## src/sv/assert_macros.svh

```systemverilog
// Assertion macros for the RTL, included by the top-level file.
`ifndef ASSERT_MACROS_SVH
`define ASSERT_MACROS_SVH
`ifndef SYNTHESIS
`define ASSERT_CLK(label, clk, rst_n, prop, msg) \
    label: assert property (@(posedge clk) disable iff (!rst_n) (prop)) else $error(msg);
`define ASSERT_NEXT(label, clk, rst_n, cond, nxt, msg) \
    label: assert property (@(posedge clk) disable iff (!rst_n) (cond) |=> (nxt)) \
        else $error(msg);
`else
`define ASSERT_CLK(label, clk, rst_n, prop, msg)
`define ASSERT_NEXT(label, clk, rst_n, cond, nxt, msg)
`endif
`endif

```

## src/sv/dpc_pkg.sv

```systemverilog
// Shared types and constants for the disparity to point cloud block.
package dpc_pkg;
    localparam int DIV_W = 48;

    typedef enum logic [2:0] {
        ST_IDLE, ST_MUL, ST_DIV, ST_OUT
    } t_state;

    typedef struct packed {
        logic start;
        logic mul;
        logic div_start;
        logic div_step;
        logic finish;
    } t_cmd;

    typedef struct packed {
        logic div_last;
    } t_status;

    localparam logic [2:0] REG_W = 3'd0;
    localparam logic [2:0] REG_H = 3'd1;
    localparam logic [2:0] REG_OFS = 3'd2;
    localparam logic [2:0] REG_B = 3'd3;
    localparam logic [2:0] REG_F = 3'd4;
    localparam logic [2:0] REG_STEP = 3'd5;
endpackage

```

## src/sv/dpc_ctrl.sv

```systemverilog
// Controller sequencing multiply, divide and output for one item.
module dpc_ctrl (
    input  logic              i_clk,
    input  logic              i_rst_n,
    input  logic              i_go,
    input  logic              i_out_ready,
    input  dpc_pkg::t_status  i_status,
    output dpc_pkg::t_cmd     o_cmd,
    output logic              o_busy,
    output logic              o_out_valid
);
    import dpc_pkg::*;
    t_state r_state, n_state;

    always_ff @(posedge i_clk) begin
        if (!i_rst_n) r_state <= ST_IDLE;
        else r_state <= n_state;
    end

    always_comb begin
        n_state = r_state;
        o_cmd = '0;
        o_busy = 1'b1;
        o_out_valid = 1'b0;
        unique case (r_state)
            ST_IDLE: begin
                o_busy = 1'b0;
                if (i_go) begin
                    o_cmd.start = 1'b1;
                    n_state = ST_MUL;
                end
            end
            ST_MUL: begin
                o_cmd.mul = 1'b1;
                o_cmd.div_start = 1'b1;
                n_state = ST_DIV;
            end
            ST_DIV: begin
                o_cmd.div_step = 1'b1;
                if (i_status.div_last) begin
                    o_cmd.finish = 1'b1;
                    n_state = ST_OUT;
                end
            end
            ST_OUT: begin
                o_out_valid = 1'b1;
                if (i_out_ready) n_state = ST_IDLE;
            end
            default: n_state = ST_IDLE;
        endcase
    end
endmodule

```

## src/sv/dpc_datapath.sv

```systemverilog
// Datapath: numerators, three shared-clock restoring dividers, saturation.
module dpc_datapath #(
    parameter int FRAC_BITS = 4
) (
    input  logic              i_clk,
    input  dpc_pkg::t_cmd     i_cmd,
    input  logic [7:0]        i_disp,
    input  logic [9:0]        i_ofs,
    input  logic [11:0]       i_b,
    input  logic [13:0]       i_f,
    input  logic signed [15:0] i_u1,
    input  logic signed [15:0] i_v1,
    output dpc_pkg::t_status  o_status,
    output logic signed [31:0] o_x,
    output logic signed [31:0] o_y,
    output logic [30:0]       o_z
);
    import dpc_pkg::*;
    localparam int CW = $clog2(DIV_W + 1);

    logic [10:0] r_d;
    logic signed [16:0] r_sum;
    logic signed [15:0] r_v1;
    logic [11:0] r_b;
    logic [13:0] r_f;
    logic [DIV_W-1:0] r_nz, r_nx, r_ny;
    logic r_sx, r_sy;
    logic [DIV_W-1:0] r_qz, r_qx, r_qy;
    logic [11:0] r_rz, r_rx, r_ry;
    logic [CW-1:0] r_cnt;

    logic [11:0] n_rz, n_rx, n_ry;
    logic [12:0] tz, tx, ty;
    logic [11:0] d2;
    logic signed [29:0] px;
    logic signed [27:0] py;

    assign d2 = {r_d, 1'b0};
    assign px = 30'(r_sum) * $signed({1'b0, r_b});
    assign py = 28'(r_v1) * $signed({1'b0, r_b});
    assign o_status.div_last = (r_cnt == CW'(1));

    always_comb begin
        tz = {r_rz, r_nz[DIV_W-1]};
        tx = {r_rx, r_nx[DIV_W-1]};
        ty = {r_ry, r_ny[DIV_W-1]};
        n_rz = (tz >= {2'b0, r_d}) ? 12'(tz - {2'b0, r_d}) : tz[11:0];
        n_rx = (tx >= {1'b0, d2}) ? 12'(tx - {1'b0, d2}) : tx[11:0];
        n_ry = (ty >= {2'b0, r_d}) ? 12'(ty - {2'b0, r_d}) : ty[11:0];
    end

    function automatic logic signed [31:0] sat(input logic neg, input logic [DIV_W-1:0] q);
        logic [DIV_W:0] v;
        v = {1'b0, q};
        if (!neg) return (v > (DIV_W+1)'(32'h7FFFFFFF)) ? 32'sh7FFFFFFF : 32'(q);
        if (v > (DIV_W+1)'(33'h80000000)) return 32'sh80000000;
        return -32'(q);
    endfunction

    always_ff @(posedge i_clk) begin
        if (i_cmd.start) begin
            r_d <= 11'(i_disp) + 11'(i_ofs);
            r_sum <= 17'(i_u1) + 17'(i_u1) + 17'(i_disp) + 17'(i_ofs);
            r_v1 <= i_v1;
            r_b <= i_b;
            r_f <= i_f;
        end
        if (i_cmd.mul) begin
            r_nz <= DIV_W'(26'(r_b) * 26'(r_f)) << FRAC_BITS;
            r_sx <= (px > 0);
            r_nx <= DIV_W'(px < 0 ? -px : px) << FRAC_BITS;
            r_sy <= (py < 0);
            r_ny <= DIV_W'(py < 0 ? -py : py) << FRAC_BITS;
            r_rz <= '0; r_rx <= '0; r_ry <= '0;
            r_cnt <= CW'(DIV_W);
        end else if (i_cmd.div_step) begin
            r_rz <= n_rz; r_rx <= n_rx; r_ry <= n_ry;
            r_nz <= r_nz << 1; r_nx <= r_nx << 1; r_ny <= r_ny << 1;
            r_qz <= {r_qz[DIV_W-2:0], tz >= {2'b0, r_d}};
            r_qx <= {r_qx[DIV_W-2:0], tx >= {1'b0, d2}};
            r_qy <= {r_qy[DIV_W-2:0], ty >= {2'b0, r_d}};
            r_cnt <= r_cnt - CW'(1);
        end
        if (i_cmd.finish) begin
            o_x <= sat(r_sx, {r_qx[DIV_W-2:0], tx >= {1'b0, d2}});
            o_y <= sat(r_sy, {r_qy[DIV_W-2:0], ty >= {2'b0, r_d}});
            o_z <= 31'(sat(1'b0, {r_qz[DIV_W-2:0], tz >= {2'b0, r_d}}));
        end
    end
endmodule

```

## src/sv/disparity_to_point_cloud.sv

```systemverilog
// Top level: config registers, raster counters, controller and datapath.
// Usage: pixels enter on i_disparity with i_valid/o_ready in raster order.
// Counters wrap at frame_width x frame_height. A pixel on the grid_step grid
// with nonzero disparity gives one point on o_point_* with o_valid/i_ready.
// Other pixels are taken and give nothing.
// A reprojected pixel passes a load step, a multiply step and the
// bit-per-cycle restoring dividers (X, Y, Z share one counter), then
// the result holds until taken. While a result waits the block takes no
// pixel; a stalled receiver stalls the input. Reset restores register
// defaults and zeroes the raster counters.
// Registers on APB at byte address 4*i; pready is always high.
// Results: 4 fractional bits, truncated toward zero and saturated.
module disparity_to_point_cloud #(
    parameter int MAX_DIM = 4096,
    parameter int FRAC_BITS = 4
) (
    input  logic              i_clk,
    input  logic              i_rst_n,
    input  logic              i_valid,
    output logic              o_ready,
    input  logic [7:0]        i_disparity,
    output logic              o_valid,
    input  logic              i_ready,
    output logic signed [31:0] o_point_x,
    output logic signed [31:0] o_point_y,
    output logic [30:0]       o_point_z,
    output logic [11:0]       o_src_row,
    output logic [11:0]       o_src_col,
    output logic              o_frame_done,
    input  logic              psel,
    input  logic              penable,
    input  logic              pwrite,
    input  logic [4:0]        paddr,
    input  logic [31:0]       pwdata,
    output logic [31:0]       prdata,
    output logic              pready
);
    import dpc_pkg::*;
    `include "assert_macros.svh"
    localparam int DW = $clog2(MAX_DIM + 1);

    logic [12:0] r_w, r_h;
    logic [9:0] r_ofs;
    logic [11:0] r_b;
    logic [13:0] r_f;
    logic [6:0] r_step;
    logic [DW-1:0] r_row, r_col;
    logic [5:0] r_rph, r_cph;
    logic [11:0] r_orow, r_ocol;
    logic r_odone;

    t_cmd cmd;
    t_status status;
    logic busy, go, acc;
    logic [DW-1:0] w_e, h_e;
    logic [6:0] step_e;
    logic col_wrap, row_wrap;
    logic signed [15:0] u1, v1;
    logic [2:0] ridx;

    assign pready = 1'b1;
    assign ridx = paddr[4:2];
    always_comb begin
        unique case (ridx)
            REG_W: prdata = 32'(r_w);
            REG_H: prdata = 32'(r_h);
            REG_OFS: prdata = 32'(r_ofs);
            REG_B: prdata = 32'(r_b);
            REG_F: prdata = 32'(r_f);
            REG_STEP: prdata = 32'(r_step);
            default: prdata = '0;
        endcase
    end

    always_ff @(posedge i_clk) begin
        if (!i_rst_n) begin
            r_w <= 13'd640; r_h <= 13'd480; r_ofs <= 10'd200;
            r_b <= 12'd160; r_f <= 14'd3740; r_step <= 7'd10;
        end else if (psel && penable && pwrite) begin
            unique case (ridx)
                REG_W: r_w <= pwdata[12:0];
                REG_H: r_h <= pwdata[12:0];
                REG_OFS: r_ofs <= pwdata[9:0];
                REG_B: r_b <= pwdata[11:0];
                REG_F: r_f <= pwdata[13:0];
                REG_STEP: r_step <= pwdata[6:0];
                default: ;
            endcase
        end
    end

    // clamp sizes and step
    always_comb begin
        if (r_w == '0) w_e = DW'(1);
        else if (32'(r_w) > MAX_DIM) w_e = DW'(MAX_DIM);
        else w_e = DW'(r_w);
        if (r_h == '0) h_e = DW'(1);
        else if (32'(r_h) > MAX_DIM) h_e = DW'(MAX_DIM);
        else h_e = DW'(r_h);
        if (r_step == '0) step_e = 7'd1;
        else if (r_step > 7'd64) step_e = 7'd64;
        else step_e = r_step;
    end

    assign col_wrap = (32'(r_col) + 1 >= 32'(w_e));
    assign row_wrap = (32'(r_row) + 1 >= 32'(h_e));
    assign u1 = 16'(r_col) - 16'(w_e >> 1);
    assign v1 = 16'(r_row) - 16'(h_e >> 1);
    assign o_ready = !busy;
    assign acc = i_valid && o_ready;
    assign go = acc && i_disparity != 8'd0 && r_rph == '0 && r_cph == '0;

    always_ff @(posedge i_clk) begin
        if (!i_rst_n) begin
            r_row <= '0; r_col <= '0; r_rph <= '0; r_cph <= '0;
        end else if (acc) begin
            if (col_wrap) begin
                r_col <= '0; r_cph <= '0;
                if (row_wrap) begin
                    r_row <= '0; r_rph <= '0;
                end else begin
                    r_row <= r_row + DW'(1);
                    r_rph <= (7'(r_rph) + 7'd1 >= step_e) ? 6'd0 : r_rph + 6'd1;
                end
            end else begin
                r_col <= r_col + DW'(1);
                r_cph <= (7'(r_cph) + 7'd1 >= step_e) ? 6'd0 : r_cph + 6'd1;
            end
        end
    end

    always_ff @(posedge i_clk) begin
        if (go) begin
            r_orow <= 12'(r_row); r_ocol <= 12'(r_col);
            r_odone <= col_wrap && row_wrap;
        end
    end
    assign o_src_row = r_orow;
    assign o_src_col = r_ocol;
    assign o_frame_done = r_odone;

    dpc_ctrl u_ctrl (
        .i_clk(i_clk), .i_rst_n(i_rst_n), .i_go(go), .i_out_ready(i_ready),
        .i_status(status), .o_cmd(cmd), .o_busy(busy), .o_out_valid(o_valid)
    );

    dpc_datapath #(.FRAC_BITS(FRAC_BITS)) u_dp (
        .i_clk(i_clk), .i_cmd(cmd), .i_disp(i_disparity), .i_ofs(r_ofs),
        .i_b(r_b), .i_f(r_f), .i_u1(u1), .i_v1(v1), .o_status(status),
        .o_x(o_point_x), .o_y(o_point_y), .o_z(o_point_z)
    );

    `ASSERT_CLK(a_valid_busy, i_clk, i_rst_n, !o_valid || busy, "valid while idle")
    `ASSERT_NEXT(a_go_busy, i_clk, i_rst_n, go, busy && !o_valid, "go not taken")
    `ASSERT_NEXT(a_out_hold, i_clk, i_rst_n, o_valid && !i_ready, o_valid && $stable(o_point_x) && $stable(o_src_row), "item changed while waiting")
endmodule

```

## config.mk

```make
export PLATFORM = sky130hd
export DESIGN_NAME = disparity_to_point_cloud
export DESIGN_NICKNAME = d
export VERILOG_FILES = /design/src/sv/dpc_pkg.sv /design/src/sv/dpc_ctrl.sv /design/src/sv/dpc_datapath.sv /design/src/sv/disparity_to_point_cloud.sv
export VERILOG_INCLUDE_DIRS = /design/src /design/src/sv
export SDC_FILE = /design/constraint.sdc
export NUM_CORES = 2
export LEC_CHECK = 0
export BUFFER_PORTS_ARGS = -buffer_cell sky130_fd_sc_hd__buf_4
export CAP_MARGIN = 0
export CORE_MARGIN = 5
export CORE_UTILIZATION = 44
export CTS_BUF_LIST = sky130_fd_sc_hd__clkbuf_8
export DETAILED_ROUTE_END_ITERATION = 12
export PLACE_DENSITY_LB_ADDON = 0.1
export SYNTH_ARGS = -nofsm -noshare
export SYNTH_HDL_FRONTEND = slang
export SYNTH_SLANG_ARGS = --single-unit
```

## constraint.sdc

```tcl
create_clock -name i_clk -period 22.8 [get_ports i_clk]
set_input_delay 0 -clock i_clk [delete_from_list [all_inputs] [get_ports i_clk]]
set_output_delay 0 -clock i_clk [all_outputs]
set_load 0.02 [all_outputs]
```

-- Yosys cells after proc, flatten, opt, wreduce, memory -nomap -nowiden
Cells that the tools add are included.
- logic and storage cells: 180
- flip-flop bits (word level): 615
- $lt $le $gt $ge: 19
- multipliers: 3
- bitwise logic cells: 1
- reductions and logical operators: 25
- equality and inequality tests: 12
- $add $sub $neg: 23
- mux-type cells: 62
- operators with widths (operator ; count):
    32-bit two-way mux ; 10
    48-bit two-way mux ; 4
    48-bit by 31-bit > comparator with 1-bit output, second input constant ; 3
    48-bit by 32-bit > comparator with 1-bit output, second input constant ; 3
    31-bit two-way mux ; 4
    44-bit two-way mux ; 2
    14-bit one-hot mux with 6 select lines ; 1
    13-bit two-way mux ; 6
    32-bit negator ; 2
    30-bit two-way mux ; 2
    28-bit negator with 44-bit output ; 1
    30-bit negator with 44-bit output ; 1
    12-bit two-way mux ; 3
    31-bit negator ; 1
    30-bit by 1-bit > comparator with 1-bit output, second input constant ; 1
    30-bit by 1-bit < comparator with 1-bit output, second input constant ; 1
    17-bit by 13-bit multiplier with 30-bit output ; 1
    13-bit by 1-bit adder with 14-bit output, second input constant ; 2
    14-bit by 13-bit >= comparator with 1-bit output ; 2
    28-bit by 1-bit < comparator with 1-bit output, second input constant ; 1
    13-bit by 12-bit subtractor with 14-bit output ; 2
    14-bit by 13-bit multiplier with 27-bit output ; 1
    13-bit by 1-bit adder with 13-bit output, second input constant ; 2
    13-bit by 11-bit >= comparator with 1-bit output ; 2
    36 further kinds ; 87

-- Logic depth before layout (Yosys ltp)
- depth after elaboration: 8
- mapped depth: 26
- depth with buffers taken out: 22

-- Modules after synthesis
From an unflattened synthesis, not the netlist that was laid out.
- cells, all modules: 5316
- area total of the unflattened synthesis: 51793.4 um2
- modules (own cells, without submodules) (module ; cells an instance ; times used ; area an instance (um2)):
    dpc_datapath ; 4345 ; 1 ; 43221.5
    disparity_to_point_cloud ; 947 ; 1 ; 8375.5
    dpc_ctrl ; 24 ; 1 ; 196.4

-- Worst setup path after synthesis
OpenSTA, ideal clock, no wires.
- kind: register to register
- start: register u_ctrl.r_state[0]
- end: register u_dp.o_x[0], enable pin
- path slack: 15.571 ns
- cell stages (with the launch flop): 6
- arrival time: 6.764 ns
- clock period less this slack: 7.229 ns
- cells stage by stage: dfxtp_1 -> inv_1 -> ha_1 -> clkbuf_1 -> clkbuf_1 -> and3_1
- RTL lines (item ; line ; source):
    start, declared ; dpc_ctrl.sv:13 ; t_state r_state, n_state;
    start signal, assigned ; dpc_ctrl.sv:17 ; else r_state <= n_state;
    end signal, assigned ; dpc_datapath.sv:85 ; o_x <= sat(r_sx, {r_qx[DIV_W-2:0], tx >= {1'b0, d2}});
    end, declared ; dpc_datapath.sv:14 ; output logic signed [31:0] o_x,

-- Worst setup path after layout
- start: register u_dp.r_b[2]
- end: register u_dp.r_ny[21] (data pin)
- longest elaborated chain between the ends: 4
- elaborated cells between the ends (all ways): 5
- classes of those cells: add/sub (1); mul (1); order compare (1); mux (2)
- RTL lines (item ; line ; source):
    start, declared ; dpc_datapath.sv:24 ; logic [11:0] r_b;
    start signal, assigned ; dpc_datapath.sv:65 ; r_b <= i_b;
    14-bit by 13-bit multiplier with 27-bit output ; dpc_datapath.sv:40 ; assign py = 28'(r_v1) * $signed({1'b0, r_b});
    net u_dp.py[26] ; dpc_datapath.sv:36 ; logic signed [27:0] py;
    28-bit by 1-bit < comparator with 1-bit output ; dpc_datapath.sv:73 ; r_ny <= DIV_W'(py < 0 ? -py : py) << FRAC_BITS;
    44-bit two-way mux ; dpc_datapath.sv:73 ;
    48-bit two-way mux ; dpc_datapath.sv:68 ; if (i_cmd.mul) begin
    end signal, assigned ; dpc_datapath.sv:73 ;
    end signal, assigned ; dpc_datapath.sv:78 ; r_nz <= r_nz << 1; r_nx <= r_nx << 1; r_ny <= r_ny << 1;
    end, declared ; dpc_datapath.sv:26 ; logic [DIV_W-1:0] r_nz, r_nx, r_ny;
The timed path passes the listed nets, and every way through them passes these cells.
A chain may end at the register's enable or synchronous reset.

==> metrics.md <==
| Metric | Value |
|---|---|
| Status | complete, no violations |
| Metal-1 WL | roughly 56 mm |
| Setup TNS | 0 ns |
| GP Congestion | around 0.85 |
| Initial antenna violation count | 2 |
| Clk sinks | 613 |
| Worst Path Max Fanout | 46 |
| Fin crit share | about a third |
| Most common cell in the synthesized netlist | inv_1 |
| Seq/Total Area, Yosys | 32.8% |
| Worst Path Required | ~23 ns |
| DRC viols | 0 |
| HP Start | pwdata[7] |
| Die H | around 350 um |
| Vias in the first global route | 38300 |
| Hold Crit Depth | 4 |
| PortBufs | ~170 |
| Worst-Margin Slew | around 1.3 ns |
| Synthesized area | ~0.05 mm2 |
| Metal2 WL | 59.3 mm |
| CP Capture Type | register |
| Post-synth EDFFs | roughly 440 |
| Post-synth ARST share | 0% |
| Reg2reg setup slack | roughly 15 ns |
| H-tree depth | 3 |
| Crit Path Class | reg -> reg |
| Pre-antenna DRT Iters | 6 |
| Num CTS Buffers | ~110 |
| Hold Crit Class | in -> reg |
| Finished Core Util | 49.0% |
| Resized cells post-CTS | 0 |
| Reg2Reg Depth | 22 |
| Dominant cell type by area after synthesis | edfxtp_1 |
| Final setup vio count | 0 |
| Synth Instances | 5323 |
| WL final | around 120 mm |
| Post-layout minimum cycle time | 7.84 ns |
| Post-route ant nets | 0 |
| Synth area leaders | edfxtp_1, fa_1, ha_1 |
| Overall routing resource usage | 20.4% |
| Clk buf depth | 3 |
| Synth Register Bits | 613 |
| Max layer used | met4 |
| Largest net degree at the start of global routing | 93 |
| Fin. Hold Viols | 0 |
| Starting Density | about 44% |
| RSZ-0062 raised after global routing | false |
| Num ports | a little over 200 |
| Core area | approximately 0.11 mm2 |
| Area growth syn-to-layout | 10.1% |
| WHS Endpoint | r_h[7] |
| Distinct cell type count after synthesis | 91 |
| CTS root buffer | clkbuf_8 |
| Syn Area/Cell | between 9 and 10 um2 |
| Share of layout cells above drive strength 1 | about 7.6% |
| Final Max Tran Viols | 0 |
| Clock-pin transition on the worst setup and hold timing paths | around 0.06 ns |
| Setup Skew | about 0.048 ns |
| Hpwl dp | ~90 mm |
| Mean routed wirelength per cell | approximately 18 um |
| Vias after detailed routing | 37600 |
| Worst R2R Start | u_dp.r_b[2] |
| CTS tree | built |
| Row count | 124 |
| # fillers | between 10000 and 15000 |
| Top FF cell, synth | edfxtp_1 |
| Setup crit start kind | register |
| # Max-Cap Violations | 0 |
| Die width | 350 um |
| Die ar. | around 0.12 mm2 |
| Vias per cell | 5.33 |
| First-pass GRT wire length | between 200 and 250 mm |
| Clock latency on the worst-skew pair | approximately 0.8 ns |
| Rel. slew slack | around 16% |
| Crit Reg-Reg Endpoint | u_dp.r_ny[21] |
| Crit path from | u_dp.r_b[2] |
| Drt first-iter violations | roughly 2200 |
| Fmax | roughly 0.13 GHz |
| Post-synth top area share | around a quarter |
| Top post-synthesis cells by count | inv_1, nand2_1, fa_1 |
| Synth warn | 0 |
| Nets@finish | 6300 |
| Gr ovfl total | 0 |
| CP Data Arrival Time | 8.31 ns |
| Metal3 WL | roughly 5 mm |
==> repair_timing <==
item	CTS	global route
hold buffers	55	0
endpoints found under the setup margin	0	0
setup buffers	0	0
hold endpoints to repair	117	0
==> placed cells by master (no fill, tap or decap), drive strengths merged, types with 30 or more instances in the layout <==
cell | Yosys | final
a211oi | 38 | 38
a21o | 65 | 65
a21oi | 248 | 248
a31oi | 33 | 33
and2 | 253 | 253
buf | 36 | 203
clkbuf | 232 | 115
clkinv | 1 | 37
dfxtp | 169 | 169
dlygate4sd3 | 0 | 55
edfxtp | 444 | 444
fa | 480 | 480
ha | 330 | 330
inv | 743 | 788
mux2i | 65 | 65
nand2 | 651 | 651
nand2b | 62 | 62
nand3 | 105 | 105
nand4 | 37 | 37
nor2 | 304 | 304
nor2b | 72 | 72
nor3 | 86 | 86
nor4 | 44 | 44
o21a | 30 | 30
o21ai | 152 | 152
o311ai | 31 | 31
or3 | 56 | 56
xnor2 | 125 | 125
xor2 | 54 | 54
==> critical path, stage by stage (launching register included) <==
cell,delay (ns)
edfxtp_1,0.37
buf_4,0.30
and2_1,0.26
fa_1,0.58
inv_1,0.08
fa_1,0.73
inv_1,0.25
fa_1,0.54
fa_1,0.49
inv_1,0.05
fa_1,0.55
inv_1,0.05
ha_1,0.40
and3_1,0.24
and4_1,0.19
o21ai_1,0.13
a21o_1,0.23
a21oi_1,0.30
o41a_1,0.66
and2_1,0.66
inv_2,0.21
a21boi_1,0.21
o31ai_2,0.07
==> worst max-delay path by stage <==
| stage | slack (ns) | depth (start not counted) | to |
|---|---|---|---|
| 2_1_floorplan | 15.57 | 5 | u_dp.o_x[0] |
| 3_3_place_gp | 15.04 | 22 | u_dp.r_ny[5] |
| 3_5_place_dp | 14.97 | 22 | u_dp.r_ny[21] |
| 4_1_cts | 14.93 | 22 | u_dp.r_ny[21] |
| 5_1_grt | 14.38 | 22 | u_dp.r_ny[5] |
| 6_report | 14.96 | 22 | u_dp.r_ny[21] |
==> layout make-up <==
cell class              instances  area (um2)  area share, %
diodes                          2        5.00        0.00892
inverters                     744        2790           4.98
clock inverters                85         518          0.923
clock buffers                 115        1580           2.82
flip-flops and latches        613       16700           29.8
repair buffers                258        2070           3.70
multi-input cells            3715       30600           54.4
well taps                    1512        1890           3.37
==> state kept, by name, summed over array words and instances (netlist names), 14 cells and up <==
signal / flops
u_dp.r_qy: 47
u_dp.r_nz: 44
u_dp.r_nx: 44
u_dp.o_z: 31
u_dp.r_f: 14
u_dp.o_y: 32
r_f: 14
u_dp.r_qx: 47
u_dp.r_qz: 47
u_dp.o_x: 32
u_dp.r_ny: 44
u_dp.r_sum: 17
u_dp.r_v1: 14
==> metal layers <==
metal | vias to the layer above | GRT usage [%]
li1 | 18100 | -
met5 | - | 0
met4 | 0 | 5.92
met3 | 210 | 2.56
met2 | 775 | 34.9
met1 | 18500 | 27.3
==> per-stage QoR <==
stage	worst slack [ns]	instance area (um2)	cells	hold slack, ns
3_3_place_gp	15.04	53500	6787	0.283
6_report	14.96	56100	7044	0.0830
4_1_cts	14.93	56100	7042	0.00171
3_5_place_dp	14.97	53500	6787	0.288
2_1_floorplan	15.57	51100	5340	0.124
5_1_grt	14.38	56100	7043	0.0327
==> kinds of logic after synthesis <==
logic type	after synthesis	share of synthesized area, %
adder cells (fa/ha/maj)	810	26.9
AND/OR/NAND/NOR	1768	16.7
buffers and inverters	1012	7.60
AO/OA/AOI/OAI	849	11.0
other	2	0.0147
flip-flops	613	32.8
multiplexers	90	1.87
XOR/XNOR	179	3.07
Power is left out: the tool's default activity adds up to more than one toggle a clock period on the data nets, which glitch-free logic cannot reach.
